==> config.mk <==
export PLATFORM = sky130hd
export DESIGN_NAME = bounding_box_and_sphere
export DESIGN_NICKNAME = d
export VERILOG_FILES = /design/src/bbs_pkg.sv /design/src/bbs_sqmag.sv /design/src/bbs_isqrt.sv /design/src/bounding_box_and_sphere.sv
export SDC_FILE = /design/constraint.sdc
export NUM_CORES = 1
export LEC_CHECK = 0
export BUFFER_PORTS_ARGS = -buffer_cell sky130_fd_sc_hd__buf_2
export CORE_AREA = 3 3 202 204
export CTS_BUF_LIST = sky130_fd_sc_hd__clkbuf_16
export DETAILED_ROUTE_END_ITERATION = 16
export DIE_AREA = 0 0 205 207
export GPL_TIMING_DRIVEN = 0
export PLACE_DENSITY = 0.78
export SKIP_LAST_GASP = 1
export SLEW_MARGIN = 5
export SYNTH_ARGS = -nofsm -noshare
export SYNTH_HDL_FRONTEND = slang
export SYNTH_SLANG_ARGS = --single-unit
==> constraint.sdc <==
create_clock -name clk -period 7.61 [get_ports clk]
set_input_delay 1.9025 -clock clk [delete_from_list [all_inputs] [get_ports clk]]
set_output_delay 1.9025 -clock clk [all_outputs]
set_load 0.01 [all_outputs]
==> src/bbs_pkg.sv <==
// shared constants and types for the bounding box and sphere block
`timescale 1ns / 1ps
package bbs_pkg;

  // coordinate width, signed fixed point
  localparam int COORD_BITS = 16;
  // squared distance width; three squares of a full-scale value fit here
  localparam int DIST_BITS  = 2 * COORD_BITS;
  // width of the positive box bounds on the result side
  localparam int MAX_BITS   = COORD_BITS - 1;
  // bit counter width for the serial units
  localparam int CNT_W      = $clog2(COORD_BITS);
  // number of axes
  localparam int AXES       = 3;

  typedef logic signed [COORD_BITS-1:0] coord_t;
  typedef logic [COORD_BITS-1:0]        mag_t;
  typedef logic [DIST_BITS-1:0]         dist_t;

  // top-level sequencer states
  typedef enum logic [3:0] {
    ST_IDLE = 4'b0001,
    ST_SQ   = 4'b0010,
    ST_ROOT = 4'b0100,
    ST_PUT  = 4'b1000
  } bbs_state_t;

endpackage

==> src/bbs_sqmag.sv <==
// bit-serial squared distance: x*x + y*y + z*z by shift and add
`timescale 1ns / 1ps
module bbs_sqmag import bbs_pkg::*; (
  input  logic   clk,
  input  logic   rst_n,
  input  logic   start,
  input  coord_t coord_x,
  input  coord_t coord_y,
  input  coord_t coord_z,
  output logic   done,
  output dist_t  dist_sq
);

  logic             busy_r, busy_nxt;
  logic             done_r, done_nxt;
  logic [CNT_W-1:0] bit_cnt_r, bit_cnt_nxt;
  logic [1:0]       axis_r, axis_nxt;
  dist_t            mcand_r, mcand_nxt;
  mag_t             mplier_r, mplier_nxt;
  mag_t             next_y_r, next_y_nxt;
  mag_t             next_z_r, next_z_nxt;
  dist_t            acc_r, acc_nxt;

  mag_t mag_x, mag_y, mag_z;

  // magnitudes; the most negative value maps to the top power of two
  assign mag_x = coord_x[COORD_BITS-1] ? mag_t'(~coord_x + 1'b1) : mag_t'(coord_x);
  assign mag_y = coord_y[COORD_BITS-1] ? mag_t'(~coord_y + 1'b1) : mag_t'(coord_y);
  assign mag_z = coord_z[COORD_BITS-1] ? mag_t'(~coord_z + 1'b1) : mag_t'(coord_z);

  // one multiplier bit per cycle, axes one after another
  always_comb begin
    busy_nxt    = busy_r;
    done_nxt    = 1'b0;
    bit_cnt_nxt = bit_cnt_r;
    axis_nxt    = axis_r;
    mcand_nxt   = mcand_r;
    mplier_nxt  = mplier_r;
    next_y_nxt  = next_y_r;
    next_z_nxt  = next_z_r;
    acc_nxt     = acc_r;
    if (start) begin
      busy_nxt    = 1'b1;
      bit_cnt_nxt = '0;
      axis_nxt    = '0;
      mcand_nxt   = dist_t'(mag_x);
      mplier_nxt  = mag_x;
      next_y_nxt  = mag_y;
      next_z_nxt  = mag_z;
      acc_nxt     = '0;
    end else if (busy_r) begin
      acc_nxt     = acc_r + (mplier_r[0] ? mcand_r : '0);
      mplier_nxt  = mplier_r >> 1;
      mcand_nxt   = mcand_r << 1;
      bit_cnt_nxt = bit_cnt_r + 1'b1;
      if (bit_cnt_r == CNT_W'(COORD_BITS - 1)) begin
        bit_cnt_nxt = '0;
        if (axis_r == 2'd2) begin
          busy_nxt = 1'b0;
          done_nxt = 1'b1;
        end else begin
          // move on to the next axis
          axis_nxt   = axis_r + 1'b1;
          mcand_nxt  = dist_t'(next_y_r);
          mplier_nxt = next_y_r;
          next_y_nxt = next_z_r;
        end
      end
    end
  end

  // control registers
  always_ff @(posedge clk) begin
    if (!rst_n) begin
      busy_r <= 1'b0;
      done_r <= 1'b0;
    end else begin
      busy_r <= busy_nxt;
      done_r <= done_nxt;
    end
  end

  // datapath registers
  always_ff @(posedge clk) begin
    bit_cnt_r <= bit_cnt_nxt;
    axis_r    <= axis_nxt;
    mcand_r   <= mcand_nxt;
    mplier_r  <= mplier_nxt;
    next_y_r  <= next_y_nxt;
    next_z_r  <= next_z_nxt;
    acc_r     <= acc_nxt;
  end

  assign done    = done_r;
  assign dist_sq = acc_r;

endmodule

==> src/bbs_isqrt.sv <==
// digit-serial integer square root, two radicand bits per cycle
`timescale 1ns / 1ps
module bbs_isqrt import bbs_pkg::*; (
  input  logic  clk,
  input  logic  rst_n,
  input  logic  start,
  input  dist_t radicand,
  output logic  done,
  output mag_t  root
);

  logic                  busy_r, busy_nxt;
  logic                  done_r, done_nxt;
  logic [CNT_W-1:0]      cnt_r, cnt_nxt;
  dist_t                 rad_r, rad_nxt;
  // remainder stays at most twice the partial root, so it fits until the last step
  logic [COORD_BITS-1:0] rem_r, rem_nxt;
  mag_t                  root_r, root_nxt;

  logic [COORD_BITS+1:0] rem_sh;
  logic [COORD_BITS+1:0] trial;
  logic                  fits;

  // bring in the next two radicand bits and try a one in the root
  assign rem_sh = {rem_r, rad_r[DIST_BITS-1 -: 2]};
  assign trial  = {root_r, 2'b01};
  assign fits   = (rem_sh >= trial);

  always_comb begin
    busy_nxt = busy_r;
    done_nxt = 1'b0;
    cnt_nxt  = cnt_r;
    rad_nxt  = rad_r;
    rem_nxt  = rem_r;
    root_nxt = root_r;
    if (start) begin
      busy_nxt = 1'b1;
      cnt_nxt  = '0;
      rad_nxt  = radicand;
      rem_nxt  = '0;
      root_nxt = '0;
    end else if (busy_r) begin
      rad_nxt  = rad_r << 2;
      rem_nxt  = fits ? (rem_sh[COORD_BITS-1:0] - trial[COORD_BITS-1:0])
                      : rem_sh[COORD_BITS-1:0];
      root_nxt = {root_r[COORD_BITS-2:0], fits};
      cnt_nxt  = cnt_r + 1'b1;
      if (cnt_r == CNT_W'(COORD_BITS - 1)) begin
        busy_nxt = 1'b0;
        done_nxt = 1'b1;
      end
    end
  end

  // control registers
  always_ff @(posedge clk) begin
    if (!rst_n) begin
      busy_r <= 1'b0;
      done_r <= 1'b0;
    end else begin
      busy_r <= busy_nxt;
      done_r <= done_nxt;
    end
  end

  // datapath registers
  always_ff @(posedge clk) begin
    cnt_r  <= cnt_nxt;
    rad_r  <= rad_nxt;
    rem_r  <= rem_nxt;
    root_r <= root_nxt;
  end

  assign done = done_r;
  assign root = root_r;

endmodule

==> src/bounding_box_and_sphere.sv <==
// top level: running bounding box and bounding sphere of a vertex stream
//
// Vertices arrive on the in_ channel as signed Q8.8 x, y, z with a last
// flag. A transfer happens on a rising edge with valid high and stall low.
// Each vertex updates the per-axis minima and maxima (which start at zero)
// and, through a bit-serial shift-and-add unit, its squared distance.
// The input is stalled until that distance is done, so a new vertex is
// not taken before the last one is through.
// On a vertex marked last, a digit-serial square root then runs on the
// largest squared distance, and the radius and six box bounds are put in
// the output register once the output slot is free or draining; the next
// vertex can follow in the cycle after. The running state then clears
// for the next model.
// The output register lets the next vertex be taken while a result waits
// on a stalled out_ channel; a further result waits until it drains.
// Reset (rst_n low, synchronous) clears the bounds, the distance, the
// sequencer and the output valid flag.
`timescale 1ns / 1ps
module bounding_box_and_sphere import bbs_pkg::*; (
  input  logic                  clk,
  input  logic                  rst_n,
  input  logic                  in_valid,
  output logic                  in_stall,
  input  logic signed [COORD_BITS-1:0] in_coord_x,
  input  logic signed [COORD_BITS-1:0] in_coord_y,
  input  logic signed [COORD_BITS-1:0] in_coord_z,
  input  logic                  in_last_vertex,
  output logic                  out_valid,
  input  logic                  out_stall,
  output logic [COORD_BITS-1:0] out_radius,
  output logic signed [COORD_BITS-1:0] out_min_x,
  output logic signed [COORD_BITS-1:0] out_min_y,
  output logic signed [COORD_BITS-1:0] out_min_z,
  output logic [MAX_BITS-1:0]   out_max_x,
  output logic [MAX_BITS-1:0]   out_max_y,
  output logic [MAX_BITS-1:0]   out_max_z
);

  bbs_state_t state_r, state_nxt;
  logic       last_r, last_nxt;
  dist_t      largest_r, largest_nxt;
  coord_t     low_r  [AXES];
  coord_t     low_nxt [AXES];
  coord_t     high_r [AXES];
  coord_t     high_nxt [AXES];
  logic       out_valid_r, out_valid_nxt;
  mag_t       out_radius_r, out_radius_nxt;
  coord_t     out_min_r [AXES];
  coord_t     out_min_nxt [AXES];
  coord_t     out_max_r [AXES];
  coord_t     out_max_nxt [AXES];

  logic   in_xfer;
  logic   sq_done;
  dist_t  sq_dist;
  dist_t  best_dist;
  logic   root_start;
  logic   root_done;
  mag_t   root_val;
  coord_t in_c [AXES];
  logic   put_ok;

  assign in_c[0] = in_coord_x;
  assign in_c[1] = in_coord_y;
  assign in_c[2] = in_coord_z;

  assign in_stall = (state_r != ST_IDLE);
  assign in_xfer  = in_valid && !in_stall;

  // squared distance of the vertex just taken
  bbs_sqmag u_sqmag (
    .clk     (clk),
    .rst_n   (rst_n),
    .start   (in_xfer),
    .coord_x (in_coord_x),
    .coord_y (in_coord_y),
    .coord_z (in_coord_z),
    .done    (sq_done),
    .dist_sq (sq_dist)
  );

  // largest distance including the vertex just finished
  assign best_dist  = (sq_dist > largest_r) ? sq_dist : largest_r;
  assign root_start = (state_r == ST_SQ) && sq_done && last_r;

  bbs_isqrt u_isqrt (
    .clk      (clk),
    .rst_n    (rst_n),
    .start    (root_start),
    .radicand (best_dist),
    .done     (root_done),
    .root     (root_val)
  );

  // output slot free or draining this cycle
  assign put_ok = !out_valid_r || !out_stall;

  // sequencer and running state
  always_comb begin
    state_nxt      = state_r;
    last_nxt       = last_r;
    largest_nxt    = largest_r;
    low_nxt        = low_r;
    high_nxt       = high_r;
    out_radius_nxt = out_radius_r;
    out_min_nxt    = out_min_r;
    out_max_nxt    = out_max_r;
    out_valid_nxt  = out_valid_r;
    if (out_valid_r && !out_stall) begin
      out_valid_nxt = 1'b0;
    end
    case (state_r)
      ST_IDLE: begin
        if (in_xfer) begin
          last_nxt  = in_last_vertex;
          state_nxt = ST_SQ;
          for (int i = 0; i < AXES; i++) begin
            if (in_c[i] > high_r[i]) begin
              high_nxt[i] = in_c[i];
            end else if (in_c[i] < low_r[i]) begin
              low_nxt[i] = in_c[i];
            end
          end
        end
      end
      ST_SQ: begin
        if (sq_done) begin
          largest_nxt = best_dist;
          state_nxt   = last_r ? ST_ROOT : ST_IDLE;
        end
      end
      ST_ROOT: begin
        if (root_done) begin
          state_nxt = ST_PUT;
        end
      end
      ST_PUT: begin
        if (put_ok) begin
          out_valid_nxt  = 1'b1;
          out_radius_nxt = root_val;
          out_min_nxt    = low_r;
          out_max_nxt    = high_r;
          // clear for the next model
          largest_nxt    = '0;
          for (int i = 0; i < AXES; i++) begin
            low_nxt[i]  = '0;
            high_nxt[i] = '0;
          end
          state_nxt = ST_IDLE;
        end
      end
      default: begin
        state_nxt = ST_IDLE;
      end
    endcase
  end

  // control and running state
  always_ff @(posedge clk) begin
    if (!rst_n) begin
      state_r     <= ST_IDLE;
      out_valid_r <= 1'b0;
      largest_r   <= '0;
      for (int i = 0; i < AXES; i++) begin
        low_r[i]  <= '0;
        high_r[i] <= '0;
      end
    end else begin
      state_r     <= state_nxt;
      out_valid_r <= out_valid_nxt;
      largest_r   <= largest_nxt;
      low_r       <= low_nxt;
      high_r      <= high_nxt;
    end
  end

  // payload registers
  always_ff @(posedge clk) begin
    last_r       <= last_nxt;
    out_radius_r <= out_radius_nxt;
    out_min_r    <= out_min_nxt;
    out_max_r    <= out_max_nxt;
  end

  assign out_valid  = out_valid_r;
  assign out_radius = out_radius_r;
  assign out_min_x  = out_min_r[0];
  assign out_min_y  = out_min_r[1];
  assign out_min_z  = out_min_r[2];
  assign out_max_x  = out_max_r[0][MAX_BITS-1:0];
  assign out_max_y  = out_max_r[1][MAX_BITS-1:0];
  assign out_max_z  = out_max_r[2][MAX_BITS-1:0];

endmodule
# [After elaboration in Yosys (flattened, before gate mapping)]
# Index checks and enable logic that the tools add are counted.
[totals] output_inout_bits=111 ff_bits=433 wordCells=163 input_bits=53
[classes] n_eq_ne=22 addsub=8 n_lt_le_gt_ge=8 n_reduce_logical=27 bitwise=8 mux=56
[op_table] operator="16-bit 2-to-1 mux" n=22
[op_table] operator="32-bit 2-to-1 mux" n=8
[op_table] operator="48-bit one-hot mux with 2 select lines" n=2
[op_table] operator="48-bit 2-to-1 mux" n=3
[op_table] operator="32-bit one-hot mux with 2 select lines" n=1
[op_table] operator="16-bit by 1-bit adder with 16-bit output (second input constant)" n=3
[op_table] operator="16-bit > comparator" n=3
[op_table] operator="16-bit < comparator" n=3
[op_table] operator="16-bit NOT" n=3
[op_table] operator="32-bit adder" n=1
[op_table] operator="32-bit > comparator" n=1
[op_table] operator="2-bit != test (second input constant)" n=12
[op_table] operator="4-bit 2-to-1 mux" n=5
[op_table] operator="18-bit greater-or-equal comparator" n=1
[op_table] operator="4-bit one-hot mux with 4 select lines" n=1
[op_table] operator="4-bit AND reduction" n=4
[op_table] operator="16-bit subtractor" n=1
[op_table] operator="15-bit 2-to-1 mux" n=1
[op_table] operator="5-bit AND reduction" n=3
[op_table] operator="4-bit equality test (second input constant)" n=3
[op_table] operator="1-bit 2-to-1 mux" n=12
[op_table] operator="2-bit nonzero test" n=5
[op_table] operator="3-bit AND reduction" n=3
[op_table] operator="4-bit by 1-bit adder with 4-bit output (second input constant)" n=2
[op_table] operator="15 further kinds" n=26

# [Longest topological paths before layout]
[depth] depth_word=5 mapped_depth=13 depth_no_buf=12

# [Modules after synthesis]
# From an unflattened synthesis, not the netlist that was laid out.
[hier_totals] hier_cells=2272 area_unflattened_um2=23144.7
[modules_own_cells] mod="bounding_box_and_sphere" area_each_um2=11902.7 seq_area_each_um2=5965.7 cells_each=1093 n_inst=1
[modules_own_cells] mod="bbs_sqmag" area_each_um2=7364.6 seq_area_each_um2=3042.9 cells_each=800 n_inst=1
[modules_own_cells] mod="bbs_isqrt" area_each_um2=3877.5 seq_area_each_um2=1721.7 cells_each=379 n_inst=1

# [Least setup slack after synthesis]
# Ideal clock, no wire load.
[synth_timing] kind="input-to-reg" start="in out_stall" end="reg out_max_r, in the netlist out_max_x[0], enable pin" path_slack_ns=2.273 required_time_ns=7.148 setup_ns=0.462 cell_stages=6 arrival_time_ns=4.875 cell_sequence="nand2_1 -> o22ai_1 -> a21oi_1 -> nand2_1 -> clkbuf_1 -> inv_1"
[synth_between] elab_chain_len=3
[synth_lines] element="start: declaration" line="bounding_box_and_sphere.sv:29" text="input logic out_stall,"
[synth_lines] element="1-bit logical NOT" line="bounding_box_and_sphere.sv:96" text="assign put_ok = !out_valid_r || !out_stall;"
[synth_lines] element="1-bit logical OR" line="bounding_box_and_sphere.sv:96"
[synth_lines] element="2-bit AND reduction (no line)"
[synth_lines] element="end signal: assignment" line="bounding_box_and_sphere.sv:182" text="out_max_r <= out_max_nxt;"
[synth_lines] element="end: declaration" line="bounding_box_and_sphere.sv:50" text="coord_t out_max_r [AXES];"
# No other way between the ends.
# A chain may end at the register's enable or synchronous reset.

# [Worst setup path after layout]
[layout_timing] start="in in_coord_z[1]" end="reg high_r[7] (netlist name)"
[layout_between] elab_chain_len=3
[layout_lines] element="start: declaration" line="bounding_box_and_sphere.sv:26" text="input logic signed [COORD_BITS-1:0] in_coord_z,"
[layout_lines] element="16-bit > comparator" line="bounding_box_and_sphere.sv:118" text="if (in_c[i] > high_r[i]) begin"
[layout_lines] element="2-bit != test (no line)"
[layout_lines] element="4-bit AND reduction (no line)"
[layout_lines] element="end signal: assignment" line="bounding_box_and_sphere.sv:173" text="high_r <= high_nxt;"
[layout_lines] element="end: declaration" line="bounding_box_and_sphere.sv:44" text="coord_t high_r [AXES];"
# No other way between the ends.

==> run_results.csv <==
group,metric,value,unit
die,initial_utilization,0.584,
sta,relSlewSlack,0.166,
logic_synthesis,ys_types,81,
grt,grt_max_degree,80,
die,ios,164,
logic_synthesis,async_reset_ff_frac,0,
pwr,vdd_drop_max,0.191,mV
clock_network,clk_pin_slew,0.06,ns
logic_synthesis,synth_flop_cell,"dfxtp_1",
setup_path,path_buf_inv,2,
setup_path,regToRegSetupSlack,3.83,ns
logic_synthesis,synth_area_leader_cell,"edfxtp_1",
setup_path,endpoint_kind,"register",
grt,top_usage_layer,"met2",
sta,tightest_slew,1.25,ns
clock_network,cts_tree,"done",
clock_network,ctsHoldBuffers,0,
sta,finalCriticalPeriod,4.16,ns
route,wl,58.0,mm
sta,slew_viol_final,0,
sta,finalClockSkew,0.0180,ns
sta,setup_viol,0,
sta,worst_slack,3.45,ns
logic_synthesis,synth-seq-cells,433,
grt,grt_overflow,0,
sta,fmax,240,MHz
grt,grt_util_all_layers,0.268,
logic_synthesis,synth_edf_count,206,
setup_path,cp.arrival,4.62,ns
pwr,cellPowerDensity,274,nW/um^2
sta,fin_crit_sh,0.547,
placement,io_buffers,162,
sta,setup_tns,0,ns
grt,grt_pass1_vias,17759,
placement,place_congestion,0.913,
setup_path,critical_path_class,"in2reg",
route,via_per_inst,5.80,
sta,hold_viol_final,0,
clock_network,cts_setup_buffers,0,
die,die_area,42400,um^2
setup_path,path_depth,12,
sta,rsz0062_at_grt,"false",
clock_network,cts_root_buf,"clkbuf_16",
clock_network,cts.sinks,433,
finish,area_growth,13.3,%
setup_path,cp_cell_sequence,"buf_2 > ha_1 > nor2b_1 > o21a_1 > o21ai_2 > a21oi_2 > a2111oi_2 > a211oi_4 > o21ai_2 > buf_6 > mux2i_1 > nor2b_1",
clock_network,cts.htree.levels,2,
route,drtIter0Drc,1160,
clock_network,ctsLongestPathBuffers,3,
setup_path,cpMaxStageDelayCell,"o21ai_2",
route,drtPass1Iterations,5,
grt,antenna_found_initial,3,
logic_synthesis,yosysTopAreaCellShare,0.269,
logic_synthesis,syn_avg_cell_area,9.90,um^2
setup_path,rr_worst_depth,13,
worst_hold_path,worstHoldPathCells,0,
route,wire_per_inst,18.7,um
route,num_vias,17997,
die,die_w,205,um
finish,final_nets,2771,
finish,drive_above_1_share,0.112,
route,drc,0,
finish,finish.utilization,0.661,
grt,grt_use_met1,0.353,
run_status,status,"finished clean",
setup_path,critPathTopFamily,"compound AO/OA/AOI/OAI gates",
clock_network,cts_inserted_buffers,46,
logic_synthesis,synth_top_cells_by_area,"edfxtp_1, dfxtp_1, ha_1, mux2i_1, nand2_1",
pwr,finalPower,7140,uW
die,die_h,207,um
pwr,cellLeakagePower,0.0107,uW
setup_path,cpPeakStageDelay,0.52,ns
grt,grt_use_met2,0.445,
logic_synthesis,seq_area_frac_synth,0.466,
logic_synthesis,synthCells,2326,
sta,fin_hold_ws,0.451,ns
placement,dp_hpwl,42.9,mm
run,max_cap_violations,0,
logic_synthesis,netlist_area,23000,um^2
setup_path,worstSetupStartpointType,"primary input",
route,postRouteAntennaNets,0,
clock_network,clock_latency,0.57,ns
grt,grt_pass1_wl,92.2,mm
grt,met3_usage,0.0451,
clock_network,cts_resized,0,
placement,dp_slack,2.90,ns
die,rows,73,
logic_synthesis,synth_fp_nets,2560,
setup_path,cp_max_fo,10,
worst_hold_path,hp-class,"reg2reg",
logic_synthesis,ys_warn_count,0,
setup_path,worst_ep_required_time,8.07,ns
die,core,39500,um^2
-- placed cells by master (no fill, tap or decap), types with 6 or more instances in the layout --
cell	netlist	final
o41ai_1	7	7
o21ai_0	130	130
nand4_1	24	24
clkinv_2	0	13
nor3_1	16	16
nand3b_1	6	6
o21a_1	14	14
buf_1	8	7
xnor2_1	49	49
or3_1	10	10
inv_1	164	173
mux2i_1	181	181
a31oi_1	14	14
nand3_1	93	93
nor2_1	117	117
o31ai_1	20	20
ha_1	180	180
a22o_1	16	16
nand2_1	258	257
dfxtp_1	227	227
nor2b_1	48	48
or4_1	6	6
and2_1	68	68
o22ai_1	8	8
clkbuf_16	0	49
buf_2	7	169
edfxtp_1	206	206
a21o_1	58	58
a211oi_1	15	15
a21oi_1	139	139
clkbuf_1	79	78
xor2_1	31	31
or2_2	9	9
nand2b_1	19	19
and3_1	11	11
-- registers in the layout, indices dropped and copies added, names as in the netlist, 4 cells and up --
name / flops
high_r: 48
largest_r: 32
low_r: 48
out_max_x: 15
out_max_y: 15
out_max_z: 15
out_min_x: 16
out_min_y: 16
out_min_z: 16
out_radius: 16
state_r: 4
u_isqrt.cnt_r: 4
u_isqrt.rad_r: 32
u_isqrt.rem_r: 16
u_isqrt.root: 16
u_sqmag.bit_cnt_r: 4
u_sqmag.dist_sq: 32
u_sqmag.mcand_r: 32
u_sqmag.mplier_r: 16
u_sqmag.next_y_r: 16
u_sqmag.next_z_r: 16
-- layer usage --
metal	routed length, um	share of wire
met5	24	0.00041
met4	1990	0.034
met3	4030	0.069
met2	27700	0.48
met1	24300	0.42
-- where the power goes --
| part | internal (uW) | switching [uW] |
|---|---|---|
| combinational | 751 | 1090 |
| clock | 1340 | 945 |
| sequential | 2800 | 211 |
| total | 4890 | 2250 |
-- cells by family after synthesis --
logic type               count (synthesis)  share of synthesized area
multiplexers                           183                     0.0797
buffers and inverters                  270                     0.0469
flip-flops                             433                      0.466
AO/OA/AOI/OAI                          477                      0.132
adder cells (fa/ha/maj)                181                     0.0987
XOR/XNOR                                80                     0.0304
AND/OR/NAND/NOR                        702                      0.147
-- cell usage after synthesis (5+ instances only) --
| master | instances |
|---|---|
| inv_1 | 164 |
| nand2_1 | 258 |
| o21ai_0 | 130 |
| a21o_1 | 58 |
| a211oi_1 | 15 |
| nand2b_1 | 19 |
| mux2i_1 | 181 |
| or3_1 | 10 |
| nand3b_1 | 6 |
| xnor2_1 | 49 |
| buf_2 | 7 |
| buf_1 | 8 |
| or2_2 | 9 |
| ha_1 | 180 |
| edfxtp_1 | 206 |
| o31a_1 | 5 |
| o22ai_1 | 8 |
| nand3_1 | 93 |
| a31oi_1 | 14 |
| a21oi_1 | 139 |
| and3_1 | 11 |
| nand4_1 | 24 |
| dfxtp_1 | 227 |
| o31ai_1 | 20 |
| a311oi_1 | 5 |
| nor2b_1 | 48 |
| a22o_1 | 16 |
| or4_1 | 6 |
| buf_4 | 5 |
| o21a_1 | 14 |
| o41ai_1 | 7 |
| clkbuf_1 | 79 |
| a21boi_0 | 5 |
| nor2_1 | 117 |
| xor2_1 | 31 |
| nor3_1 | 16 |
| and2_1 | 68 |
-- worst register-to-register path, cell delays in order (launching register included) --
cell,delay [ns]
edfxtp_1,0.45
clkbuf_1,0.21
and2_1,0.20
ha_1,0.21
fa_1,0.42
a21o_1,0.23
a31oi_1,0.25
o31ai_1,0.14
a211oi_1,0.53
o311ai_1,0.24
a41oi_1,0.37
nand2b_1,0.13
xnor2_1,0.16
o22ai_1,0.09
-- final timing paths --
kind | start | end
setup / recovery | in_coord_z[1] | high_r[7]
hold / removal | low_r[14] | out_min_z[14]
setup reg to reg | u_sqmag.mplier_r[0] | u_sqmag.dist_sq[28]
hold reg to reg | low_r[14] | out_min_z[14]
-- stage by stage --
stage,std cells,instance area (um^2)
floorplan,2326,23000
global placement,3013,24500
detailed placement,3014,24500
CTS,3100,26100
global route,3100,26100
finish,3101,26100
-- area by class of cell --
| type | count | area [um^2] |
|---|---|---|
| Sequential cell | 433 | 10700 |
| Fill cell | 3091 | 13400 |
| Inverter | 166 | 628 |
| Multi-Input combinational cell | 1623 | 11200 |
| Antenna cell | 1 | 2.50 |
| Timing Repair Buffer | 163 | 838 |
| Clock buffer | 49 | 1230 |
| Buffer | 104 | 460 |
| Tap cell | 525 | 657 |
| Clock inverter | 37 | 324 |
(Power assumes the default switching activity.)
